## src/rtl/x86_64_instruction_encoder_core_macros.svh

```systemverilog
// Assertion helpers shared by the encoder modules.
`ifndef X86_64_INSTRUCTION_ENCODER_CORE_MACROS_SVH
`define X86_64_INSTRUCTION_ENCODER_CORE_MACROS_SVH

// Checked on every rising clock edge outside reset.
`define X86ENC_ASSERT(lbl, clk, rst_n, prop, msg) \
    lbl: assert property (@(posedge clk) disable iff (!rst_n) prop) \
        else $error(msg);

// Checked on every rising clock edge, reset included.
`define X86ENC_ASSERT_ALWAYS(lbl, clk, prop, msg) \
    lbl: assert property (@(posedge clk) prop) else $error(msg);

`endif

```

## src/rtl/x86enc_pkg.sv

```systemverilog
`default_nettype none

package x86enc_pkg;

    // Request modes.
    localparam logic [3:0] MODE_MOV64 = 4'd0;
    localparam logic [3:0] MODE_MOV32 = 4'd1;
    localparam logic [3:0] MODE_ADD64 = 4'd2;
    localparam logic [3:0] MODE_ADD32 = 4'd3;
    localparam logic [3:0] MODE_SUB64 = 4'd4;
    localparam logic [3:0] MODE_RET   = 4'd5;
    localparam logic [3:0] MODE_PUSH  = 4'd6;
    localparam logic [3:0] MODE_POP   = 4'd7;
    localparam logic [3:0] MODE_NOP   = 4'd8;
    localparam logic [3:0] MODE_CALL  = 4'd9;

    // Operand kinds.
    localparam logic [1:0] OPND_REG = 2'd0;
    localparam logic [1:0] OPND_IMM = 2'd1;
    localparam logic [1:0] OPND_MEM = 2'd2;

    // Opcodes.
    localparam logic [7:0] OP_MOV_IMM   = 8'hB8;
    localparam logic [7:0] OP_MOV_STORE = 8'h89;
    localparam logic [7:0] OP_MOV_LOAD  = 8'h8B;
    localparam logic [7:0] OP_ADD       = 8'h03;
    localparam logic [7:0] OP_SUB       = 8'h2B;
    localparam logic [7:0] OP_GRP1      = 8'h81;
    localparam logic [7:0] OP_PUSH      = 8'h50;
    localparam logic [7:0] OP_POP       = 8'h58;
    localparam logic [7:0] OP_RET       = 8'hC3;
    localparam logic [7:0] OP_NOP       = 8'h90;
    localparam logic [7:0] OP_GRP5      = 8'hFF;
    localparam logic [7:0] MODRM_CALL_RAX = 8'hD0;

    // Sizes.
    localparam int BUF_BYTES      = 11;
    localparam int CALL_BYTES     = 52;
    localparam int CALL_IMM_FIRST = 22;
    localparam int IDX_W          = $clog2(CALL_BYTES);
    localparam int QUEUE_DEPTH    = 4;
    localparam int QPTR_W         = $clog2(QUEUE_DEPTH);
    localparam int QCNT_W         = QPTR_W + 1;

    typedef logic [BUF_BYTES-1:0][7:0] t_byte_buf;

    typedef enum logic [1:0] {
        K_CODE,
        K_CALL,
        K_ERROR
    } t_kind;

    // One classified instruction waiting to be emitted. For a call the
    // callee address sits in the low eight bytes.
    typedef struct packed {
        t_kind            kind;
        logic [IDX_W-1:0] count;
        t_byte_buf        bytes;
    } t_entry;

endpackage

`default_nettype wire

```

## src/rtl/x86enc_if.sv

```systemverilog
`default_nettype none

interface x86enc_req_if;
    logic        valid;
    logic        ready;
    logic [3:0]  mode;
    logic [1:0]  dst_kind;
    logic [3:0]  dst_reg;
    logic [31:0] dst_disp;
    logic [1:0]  src_kind;
    logic [3:0]  src_reg;
    logic [63:0] src_value;

    modport source(
        output valid, mode, dst_kind, dst_reg, dst_disp, src_kind, src_reg, src_value,
        input  ready
    );
    modport sink(
        input  valid, mode, dst_kind, dst_reg, dst_disp, src_kind, src_reg, src_value,
        output ready
    );
endinterface

interface x86enc_code_if;
    logic       valid;
    logic       ready;
    logic [7:0] code_byte;
    logic       last_byte;
    logic       bad_request;

    modport source(output valid, code_byte, last_byte, bad_request, input ready);
    modport sink(input valid, code_byte, last_byte, bad_request, output ready);
endinterface

`default_nettype wire

```

## src/rtl/x86enc_front.sv

```systemverilog
`default_nettype none

module x86enc_front (
    x86enc_req_if.sink          i_req,
    input  logic                i_full,
    output logic                o_push,
    output x86enc_pkg::t_entry  o_entry
);
    import x86enc_pkg::*;

    logic        w_bit;
    logic        dst_rm;
    logic        dst_mem;
    logic        src_mem;
    t_entry      ent;

    function automatic logic [7:0] rex(input logic w, input logic [3:0] r, input logic [3:0] b);
        return {4'h4, w, r[3], 1'b0, b[3]};
    endfunction

    function automatic logic [7:0] modrm(input logic mem, input logic [2:0] regf,
                                         input logic [2:0] rm);
        return {mem ? 2'b10 : 2'b11, regf, rm};
    endfunction

    assign w_bit   = (i_req.mode == MODE_MOV64) || (i_req.mode == MODE_ADD64)
                   || (i_req.mode == MODE_SUB64);
    assign dst_mem = (i_req.dst_kind == OPND_MEM);
    assign src_mem = (i_req.src_kind == OPND_MEM);
    assign dst_rm  = (i_req.dst_kind == OPND_REG) || dst_mem;

    always_comb begin
        ent.kind  = K_CODE;
        ent.count = '0;
        ent.bytes = '0;
        case (i_req.mode)
            MODE_MOV64, MODE_MOV32: begin
                if (i_req.dst_kind == OPND_REG && i_req.src_kind == OPND_IMM) begin
                    ent.bytes[0] = rex(w_bit, 4'd0, i_req.dst_reg);
                    ent.bytes[1] = OP_MOV_IMM + {5'd0, i_req.dst_reg[2:0]};
                    for (int i = 0; i < 8; i++) begin
                        ent.bytes[2+i] = i_req.src_value[8*i +: 8];
                    end
                    ent.count = w_bit ? IDX_W'(10) : IDX_W'(6);
                end else if (dst_rm && i_req.src_kind == OPND_REG) begin
                    // A move of a register onto itself produces no code at all.
                    if (!dst_mem && i_req.dst_reg == i_req.src_reg) begin
                        ent.count = '0;
                    end else begin
                        ent.bytes[0] = rex(w_bit, i_req.src_reg, i_req.dst_reg);
                        ent.bytes[1] = OP_MOV_STORE;
                        ent.bytes[2] = modrm(dst_mem, i_req.src_reg[2:0], i_req.dst_reg[2:0]);
                        for (int i = 0; i < 4; i++) begin
                            ent.bytes[3+i] = i_req.dst_disp[8*i +: 8];
                        end
                        ent.count = dst_mem ? IDX_W'(7) : IDX_W'(3);
                    end
                end else if (i_req.dst_kind == OPND_REG && src_mem) begin
                    ent.bytes[0] = rex(w_bit, i_req.dst_reg, i_req.src_reg);
                    ent.bytes[1] = OP_MOV_LOAD;
                    ent.bytes[2] = modrm(1'b1, i_req.dst_reg[2:0], i_req.src_reg[2:0]);
                    for (int i = 0; i < 4; i++) begin
                        ent.bytes[3+i] = i_req.src_value[8*i +: 8];
                    end
                    ent.count = IDX_W'(7);
                end else begin
                    ent.kind = K_ERROR;
                end
            end
            MODE_ADD64, MODE_ADD32: begin
                if (i_req.dst_kind == OPND_REG && i_req.src_kind == OPND_REG) begin
                    ent.bytes[0] = rex(w_bit, i_req.dst_reg, i_req.src_reg);
                    ent.bytes[1] = OP_ADD;
                    ent.bytes[2] = modrm(1'b0, i_req.dst_reg[2:0], i_req.src_reg[2:0]);
                    ent.count = IDX_W'(3);
                end else begin
                    ent.kind = K_ERROR;
                end
            end
            MODE_SUB64: begin
                if (i_req.dst_kind == OPND_REG && i_req.src_kind == OPND_REG) begin
                    ent.bytes[0] = rex(1'b1, i_req.dst_reg, i_req.src_reg);
                    ent.bytes[1] = OP_SUB;
                    ent.bytes[2] = modrm(1'b0, i_req.dst_reg[2:0], i_req.src_reg[2:0]);
                    ent.count = IDX_W'(3);
                end else if (dst_rm && i_req.src_kind == OPND_IMM
                             && i_req.src_value[63:32] == 32'd0) begin
                    ent.bytes[0] = rex(1'b1, 4'd0, i_req.dst_reg);
                    ent.bytes[1] = OP_GRP1;
                    ent.bytes[2] = modrm(dst_mem, 3'd5, i_req.dst_reg[2:0]);
                    if (dst_mem) begin
                        for (int i = 0; i < 4; i++) begin
                            ent.bytes[3+i] = i_req.dst_disp[8*i +: 8];
                            ent.bytes[7+i] = i_req.src_value[8*i +: 8];
                        end
                        ent.count = IDX_W'(11);
                    end else begin
                        for (int i = 0; i < 4; i++) begin
                            ent.bytes[3+i] = i_req.src_value[8*i +: 8];
                        end
                        ent.count = IDX_W'(7);
                    end
                end else begin
                    ent.kind = K_ERROR;
                end
            end
            MODE_RET: begin
                ent.bytes[0] = OP_RET;
                ent.count    = IDX_W'(1);
            end
            MODE_NOP: begin
                ent.bytes[0] = OP_NOP;
                ent.count    = IDX_W'(1);
            end
            MODE_PUSH, MODE_POP: begin
                if (i_req.dst_kind == OPND_REG) begin
                    ent.bytes[0] = rex(1'b1, 4'd0, i_req.dst_reg);
                    ent.bytes[1] = ((i_req.mode == MODE_PUSH) ? OP_PUSH : OP_POP)
                                 + {5'd0, i_req.dst_reg[2:0]};
                    ent.count = IDX_W'(2);
                end else begin
                    ent.kind = K_ERROR;
                end
            end
            MODE_CALL: begin
                ent.kind = K_CALL;
                for (int i = 0; i < 8; i++) begin
                    ent.bytes[i] = i_req.src_value[8*i +: 8];
                end
                ent.count = IDX_W'(CALL_BYTES);
            end
            default: begin
                ent.kind = K_ERROR;
            end
        endcase
        // The error transaction is a single zero byte.
        if (ent.kind == K_ERROR) begin
            ent.bytes = '0;
            ent.count = IDX_W'(1);
        end
    end

    assign i_req.ready = !i_full;
    assign o_push      = i_req.valid && !i_full && (ent.count != '0);
    assign o_entry     = ent;

endmodule

`default_nettype wire

```

## src/rtl/x86enc_queue.sv

```systemverilog
`default_nettype none
`include "x86_64_instruction_encoder_core_macros.svh"

module x86enc_queue (
    input  logic               i_clk,
    input  logic               i_rst_n,
    input  logic               i_push,
    input  x86enc_pkg::t_entry i_entry,
    output logic               o_full,
    output logic               o_valid,
    output x86enc_pkg::t_entry o_entry,
    input  logic               i_pop
);
    import x86enc_pkg::*;

    t_entry              r_mem [QUEUE_DEPTH];
    logic [QPTR_W-1:0]   r_wr_ptr;
    logic [QPTR_W-1:0]   r_rd_ptr;
    logic [QCNT_W-1:0]   r_count;
    logic                do_pop;

    assign o_full  = (r_count == QCNT_W'(QUEUE_DEPTH));
    assign o_valid = (r_count != '0);
    assign o_entry = r_mem[r_rd_ptr];
    assign do_pop  = i_pop && o_valid;

    always_ff @(posedge i_clk) begin
        if (i_push) begin
            r_mem[r_wr_ptr] <= i_entry;
        end
    end

    always_ff @(posedge i_clk) begin
        if (!i_rst_n) begin
            r_wr_ptr <= '0;
            r_rd_ptr <= '0;
            r_count  <= '0;
        end else begin
            if (i_push) begin
                r_wr_ptr <= r_wr_ptr + QPTR_W'(1);
            end
            if (do_pop) begin
                r_rd_ptr <= r_rd_ptr + QPTR_W'(1);
            end
            if (i_push && !do_pop) begin
                r_count <= r_count + QCNT_W'(1);
            end else if (!i_push && do_pop) begin
                r_count <= r_count - QCNT_W'(1);
            end
        end
    end

    `X86ENC_ASSERT(a_no_push_full, i_clk, i_rst_n, !(i_push && o_full), "push into a full queue")
    `X86ENC_ASSERT(a_count_bound, i_clk, i_rst_n, r_count <= QCNT_W'(QUEUE_DEPTH), "queue count overflow")
    `X86ENC_ASSERT(a_ptr_gap, i_clk, i_rst_n, (r_wr_ptr - r_rd_ptr) == r_count[QPTR_W-1:0], "queue pointers disagree with count")
    `X86ENC_ASSERT_ALWAYS(a_reset_empty, i_clk, !i_rst_n |=> r_count == '0, "queue not empty after reset")

endmodule

`default_nettype wire

```

## src/rtl/x86enc_back.sv

```systemverilog
`default_nettype none
`include "x86_64_instruction_encoder_core_macros.svh"

module x86enc_back (
    input  logic               i_clk,
    input  logic               i_rst_n,
    input  logic               i_valid,
    input  x86enc_pkg::t_entry i_entry,
    output logic               o_pop,
    x86enc_code_if.source      o_code
);
    import x86enc_pkg::*;

    // Caller-saved register wrapper around "call rax". The callee address
    // is spliced into the eight bytes after 48 B8.
    localparam logic [7:0] CALL_SEQ [CALL_BYTES] = '{
        8'h48, 8'h51, 8'h48, 8'h52, 8'h48, 8'h56, 8'h48, 8'h57,
        8'h49, 8'h50, 8'h49, 8'h51, 8'h49, 8'h52, 8'h49, 8'h53,
        8'h48, 8'h83, 8'hEC, 8'h08,
        8'h48, OP_MOV_IMM,
        8'h00, 8'h00, 8'h00, 8'h00, 8'h00, 8'h00, 8'h00, 8'h00,
        OP_GRP5, MODRM_CALL_RAX,
        8'h48, 8'h83, 8'hC4, 8'h08,
        8'h49, 8'h5B, 8'h49, 8'h5A, 8'h49, 8'h59, 8'h49, 8'h58,
        8'h48, 8'h5F, 8'h48, 8'h5E, 8'h48, 8'h5A, 8'h48, 8'h59
    };

    logic [IDX_W-1:0] r_idx;
    logic             r_out_valid;
    logic [7:0]       r_out_byte;
    logic             r_out_last;
    logic             r_out_bad;
    logic             emit;
    logic             last;
    logic [2:0]       imm_sel;
    logic             in_imm;
    logic [7:0]       n_byte;

    assign emit    = i_valid && (!r_out_valid || o_code.ready);
    assign last    = (r_idx == i_entry.count - IDX_W'(1));
    assign in_imm  = (r_idx >= IDX_W'(CALL_IMM_FIRST)) && (r_idx < IDX_W'(CALL_IMM_FIRST + 8));
    assign imm_sel = 3'(r_idx - IDX_W'(CALL_IMM_FIRST));

    always_comb begin
        case (i_entry.kind)
            K_CODE:  n_byte = i_entry.bytes[r_idx[3:0]];
            K_CALL:  n_byte = in_imm ? i_entry.bytes[{1'b0, imm_sel}] : CALL_SEQ[r_idx];
            default: n_byte = 8'h00;
        endcase
    end

    always_ff @(posedge i_clk) begin
        if (!i_rst_n) begin
            r_idx       <= '0;
            r_out_valid <= 1'b0;
        end else begin
            if (emit) begin
                r_idx       <= last ? '0 : r_idx + IDX_W'(1);
                r_out_valid <= 1'b1;
            end else if (o_code.ready) begin
                r_out_valid <= 1'b0;
            end
        end
    end

    always_ff @(posedge i_clk) begin
        if (emit) begin
            r_out_byte <= n_byte;
            r_out_last <= last;
            r_out_bad  <= (i_entry.kind == K_ERROR);
        end
    end

    assign o_pop              = emit && last;
    assign o_code.valid       = r_out_valid;
    assign o_code.code_byte   = r_out_byte;
    assign o_code.last_byte   = r_out_last;
    assign o_code.bad_request = r_out_bad;

    `X86ENC_ASSERT(a_idx_in_range, i_clk, i_rst_n, i_valid |-> r_idx < i_entry.count, "byte index past instruction length")
    `X86ENC_ASSERT(a_err_is_last, i_clk, i_rst_n, (r_out_valid && r_out_bad) |-> r_out_last, "error transaction not marked last")
    `X86ENC_ASSERT(a_idx_wraps, i_clk, i_rst_n, (emit && last) |=> r_idx == '0, "index not cleared after last byte")

endmodule

`default_nettype wire

```

## src/rtl/x86_64_instruction_encoder_core.sv

```systemverilog
// x86-64 instruction encoder. Each request transaction on i_req names an
// operation and two operands; the block answers with the machine code bytes
// on o_code, one byte per transaction, little-endian, with last_byte on the
// final one. An unsupported request answers with a single transaction that
// has bad_request and last_byte set. A move of a register onto itself is
// accepted and produces no transactions. The front end classifies a request
// in the cycle it is accepted and places it in a four-entry queue; the back
// end emits one byte per cycle from the queue head through an output
// register while o_code is not stalled. Ordinary instructions have 1 to 11
// bytes, the call wrapper 52. Requests are taken one per cycle as long as
// the queue has room.
`default_nettype none

module x86_64_instruction_encoder_core (
    input  logic           i_clk,
    input  logic           i_rst_n,
    x86enc_req_if.sink     i_req,
    x86enc_code_if.source  o_code
);
    import x86enc_pkg::*;

    logic   q_push;
    logic   q_full;
    logic   q_valid;
    logic   q_pop;
    t_entry front_entry;
    t_entry head_entry;

    x86enc_front u_front (
        .i_req   (i_req),
        .i_full  (q_full),
        .o_push  (q_push),
        .o_entry (front_entry)
    );

    x86enc_queue u_queue (
        .i_clk   (i_clk),
        .i_rst_n (i_rst_n),
        .i_push  (q_push),
        .i_entry (front_entry),
        .o_full  (q_full),
        .o_valid (q_valid),
        .o_entry (head_entry),
        .i_pop   (q_pop)
    );

    x86enc_back u_back (
        .i_clk   (i_clk),
        .i_rst_n (i_rst_n),
        .i_valid (q_valid),
        .i_entry (head_entry),
        .o_pop   (q_pop),
        .o_code  (o_code)
    );

endmodule

`default_nettype wire

```

## src/flat_wrapper.sv

```systemverilog
// flat-port wrapper written by rule: the top's interface ports become plain ports
module x86_64_instruction_encoder_core_flat import x86enc_pkg::*;
  (i_clk, i_rst_n, i_req_valid, i_req_mode, i_req_dst_kind, i_req_dst_reg, i_req_dst_disp, i_req_src_kind, i_req_src_reg, i_req_src_value, i_req_ready, o_code_valid, o_code_code_byte, o_code_last_byte, o_code_bad_request, o_code_ready);
  x86enc_req_if i_req_i ();
  x86enc_code_if o_code_i ();
  input  logic i_clk;
  input  logic i_rst_n;
  input wire logic [$bits(i_req_i.valid)-1:0] i_req_valid;
  input wire logic [$bits(i_req_i.mode)-1:0] i_req_mode;
  input wire logic [$bits(i_req_i.dst_kind)-1:0] i_req_dst_kind;
  input wire logic [$bits(i_req_i.dst_reg)-1:0] i_req_dst_reg;
  input wire logic [$bits(i_req_i.dst_disp)-1:0] i_req_dst_disp;
  input wire logic [$bits(i_req_i.src_kind)-1:0] i_req_src_kind;
  input wire logic [$bits(i_req_i.src_reg)-1:0] i_req_src_reg;
  input wire logic [$bits(i_req_i.src_value)-1:0] i_req_src_value;
  output wire logic [$bits(i_req_i.ready)-1:0] i_req_ready;
  output wire logic [$bits(o_code_i.valid)-1:0] o_code_valid;
  output wire logic [$bits(o_code_i.code_byte)-1:0] o_code_code_byte;
  output wire logic [$bits(o_code_i.last_byte)-1:0] o_code_last_byte;
  output wire logic [$bits(o_code_i.bad_request)-1:0] o_code_bad_request;
  input wire logic [$bits(o_code_i.ready)-1:0] o_code_ready;
  assign i_req_i.valid = i_req_valid;
  assign i_req_i.mode = i_req_mode;
  assign i_req_i.dst_kind = i_req_dst_kind;
  assign i_req_i.dst_reg = i_req_dst_reg;
  assign i_req_i.dst_disp = i_req_dst_disp;
  assign i_req_i.src_kind = i_req_src_kind;
  assign i_req_i.src_reg = i_req_src_reg;
  assign i_req_i.src_value = i_req_src_value;
  assign i_req_ready = i_req_i.ready;
  assign o_code_valid = o_code_i.valid;
  assign o_code_code_byte = o_code_i.code_byte;
  assign o_code_last_byte = o_code_i.last_byte;
  assign o_code_bad_request = o_code_i.bad_request;
  assign o_code_i.ready = o_code_ready;
  x86_64_instruction_encoder_core u_core (.i_clk(i_clk), .i_rst_n(i_rst_n), .i_req(i_req_i), .o_code(o_code_i));
endmodule
```

## config.mk

```make
export PLATFORM = sky130hd
export DESIGN_NAME = x86_64_instruction_encoder_core_flat
export DESIGN_NICKNAME = d
export VERILOG_FILES = /design/src/rtl/x86enc_pkg.sv /design/src/rtl/x86enc_if.sv /design/src/rtl/x86enc_front.sv /design/src/rtl/x86enc_queue.sv /design/src/rtl/x86enc_back.sv /design/src/rtl/x86_64_instruction_encoder_core.sv /design/src/flat_wrapper.sv
export VERILOG_INCLUDE_DIRS = /design/src /design/src/rtl
export SDC_FILE = /design/constraint.sdc
export NUM_CORES = 1
export LEC_CHECK = 0
export BUFFER_PORTS_ARGS = -buffer_cell sky130_fd_sc_hd__buf_4
export CAP_MARGIN = 20
export CORE_MARGIN = 2
export CORE_UTILIZATION = 53
export DETAILED_ROUTE_END_ITERATION = 10
export PLACE_DENSITY = 0.71
export SLEW_MARGIN = 20
export SYNTH_ARGS = -nofsm -noshare
export SYNTH_HDL_FRONTEND = slang
export SYNTH_SLANG_ARGS = --single-unit
```

## constraint.sdc

```tcl
create_clock -name i_clk -period 4.85 [get_ports i_clk]
set_clock_uncertainty 0.1 [all_clocks]
set_input_delay 0.7275 -clock i_clk [delete_from_list [all_inputs] [get_ports i_clk]]
set_output_delay 0.7275 -clock i_clk [all_outputs]
set_load 0.02 [all_outputs]
```

==> results.toml <==
[routing]
routedWlPerCell_um = 28.45
postRouteAntennaNets = 0
vias = 11750
drc_errors = 0
dr.pass1.iters = 6
wirelength_um = 50810
first_iter_violations = 1726
vias_per_cell = 6.581

[logic_synthesis]
synthDistinctLibCells = 76
ys_warn_count = 0
synth_top_cell_by_area = "edfxtp_1"
synth_seq_area_share_pct = 64.22
yosys-top-cells-area = "edfxtp_1, mux4_2, a22o_1, a221o_1, mux2i_1"
synth_top_area_share_pct = 62.50
syn_area_um2 = 18550
ys_seq_elements = 402
synth-edff-count = 386
synth_cells = 1172
avgSynthCellArea_um2 = 15.82
synth_nets = 1301
ys.flop_type = "edfxtp_1"
ys_async_sr_fraction_pct = 0

[cells_and_area]
most-common-layout-cells = "edfxtp_1, buf_4, mux4_2"
n_antenna_cell = 0
final_common_cell = "edfxtp_1"
drive_gt1_share_pct = 26.82
multiInputGateArea_um2 = 6107
fin_area_um2 = 21390
area_growth_pct = 15.32
seq_area_um2 = 11920
stdcell_count = 1786
finalNetCount = 1430
fillCellCount = 2634

[worst_setup_path]
r2r_end = "u_core.u_queue.r_count[2]"
crit_path_max_fanout = 7
start_kind = "input port"
arrival_ns = 4.15
end_kind = "flop"
critPathKind = "input port to flop"
ff2ff_setup_slack_ns = 1.20
reg2reg_depth = 13
required_ns = 5.22

[power]
power_leakage_nw = 7.283
ir_worst_vdd_mv = 0.3403
pwr_density_cell_nw_per_um2 = 416.5

[placed_design]
place_hpwl_um = 35140
placed_cells = 1713
place.gp.congestion = 0.9501
numPortBuffers = 127
place_area_um2 = 20130

[timing]
max_freq_mhz = 264.9
relSlewSlack_pct = 24.35
finalSetupViolations = 0
final.setup.tns_ns = 0
rsz0062_at_grt = "no"
finalCritPeriodShare_pct = 77.84
final-hold-violation-count = 0
holdWs_ns = 0.3650
finalCriticalPeriod_ns = 3.775
worst_pin_slew_ns = 1.135
slew_violations = 0

[status]
outcome = "finished, final reports clean"

[floorplan]
die_x_um = 191.1
design.die.area_um2 = 36510
ios = 128
rows = 68
core_area_um2 = 34540
start_util_pct = 53.69
die_h_um = 191.1

[clocking]
clk_pin_slew_ns = 0.06
cts_root_buf = "clkbuf_16"
cts_tree = "done"
numCtsBuffers = 41
cts_setup_buffers = 0
cts_resized = 0
cts-htree-levels = 2
postCtsHoldBufs = 0
clock_path_buffers = 3
clock-sinks = 402
clk_latency_ns = 0.56

[global_route]
grt_max_degree = 80
first_global_vias = 11560
grt_pass1_wl_um = 75160
grt.overflow.total = 0
grt_usage_pct = 28.40
antenna_found_initial = 1

[worst_hold_path]
min_to = "u_core.u_back.o_code.valid"
hp-start = "o_code_ready"
hold_depth = 4
hp-class = "input port to flop"

[job]
maxCapViolCount = 0
==> through the flow <==
step	worst slack [ns]	util (%)	total power, mW
floorplan	0.7549	-	5.324
global placement	0.6816	58.29	5.983
detailed placement	0.5652	58.29	6.023
CTS	1.137	61.92	8.945
global route	0.7721	61.92	9.216
finish	1.075	61.92	8.909
==> synthesized netlist by cell type, types with 12 or more instances <==
master and n:
a21oi_1 28, a221o_1 37, a222oi_1 12, a22o_1 59
and3_1 20, buf_2 24, clkbuf_1 35, dfxtp_1 16
edfxtp_1 386, ha_1 12, inv_1 28, mux2i_1 37
mux4_2 97, nand2_1 89, nand3_1 13, nor2_1 35
o211ai_1 13, o21ai_0 34, o22ai_1 13, xnor2_1 17
==> per-layer routing <==
layer  GRT usage, %  routed length, µm
met1          40.89              20620
met2          43.02              23360
met3          6.260               4915
met5              0                  0
met4          10.30               1915
==> power by group <==
| group | internal (mW) | switching [mW] |
|---|---|---|
| combinational | 0.667 | 1.05 |
| clock | 1.63 | 1.32 |
| sequential | 4.14 | 0.105 |
| total | 6.44 | 2.47 |
==> cell families (layout without fill, tap and decap cells) <==
family | after synthesis | after routing | share of synthesized area (%)
AO/OA/AOI/OAI | 249 | 249 | 10.50
XOR/XNOR | 20 | 20 | 0.9445
adder cells (fa/ha/maj) | 13 | 13 | 0.9175
buffers and inverters | 115 | 274 | 2.955
flip-flops | 402 | 402 | 64.22
multiplexers | 138 | 138 | 14.02
AND/OR/NAND/NOR | 235 | 235 | 6.436
==> worst max-delay path by stage <==
stage	depth (start not counted)	slack, ns	from	end
global route	14	0.77	i_req_src_value[33]	u_core.u_queue.r_count[2]
floorplan	9	0.75	i_req_src_value[51]	u_core.u_queue.r_mem[0][0]
detailed placement	14	0.57	i_req_src_value[33]	u_core.u_queue.r_count[2]
CTS	14	1.14	i_req_src_value[33]	u_core.u_queue.r_count[2]
finish	14	1.07	i_req_src_value[33]	u_core.u_queue.r_count[2]
global placement	14	0.68	i_req_src_value[33]	u_core.u_queue.r_count[2]
==> flip-flops by register name, summed over array words and instances (netlist names), named ones only <==
signal / cells
u_core.u_back.o_code.bad_request: 1
u_core.u_back.o_code.code_byte: 8
u_core.u_back.o_code.last_byte: 1
u_core.u_queue.r_mem: 376
u_core.u_back.r_idx: 6
u_core.u_queue.r_count: 3
u_core.u_queue.r_rd_ptr: 2
u_core.u_queue.r_wr_ptr: 2
u_core.u_back.o_code.valid: 1
==> area by class of cell <==
type                    count  area share (%)
clock buffers              49           4.937
clock inverters            24          0.9243
inverters                  32          0.5616
multi-input cells         655           28.55
flip-flops and latches    402           55.73
well taps                 455           2.662
repair buffers            169           6.634
==> worst max-delay path: stages <==
cell and delay [ns]:
buf_4 0.12, nor4_1 0.39, buf_4 0.21, and4_1 0.24
nand2_1 0.06, nor4_1 0.45, nor4_1 0.23, a31oi_4 0.39
ha_1 0.25, inv_1 0.06, fa_1 0.37, xor2_1 0.18
or3_1 0.30, a21boi_0 0.16
Power figures use the tool's default switching activity.
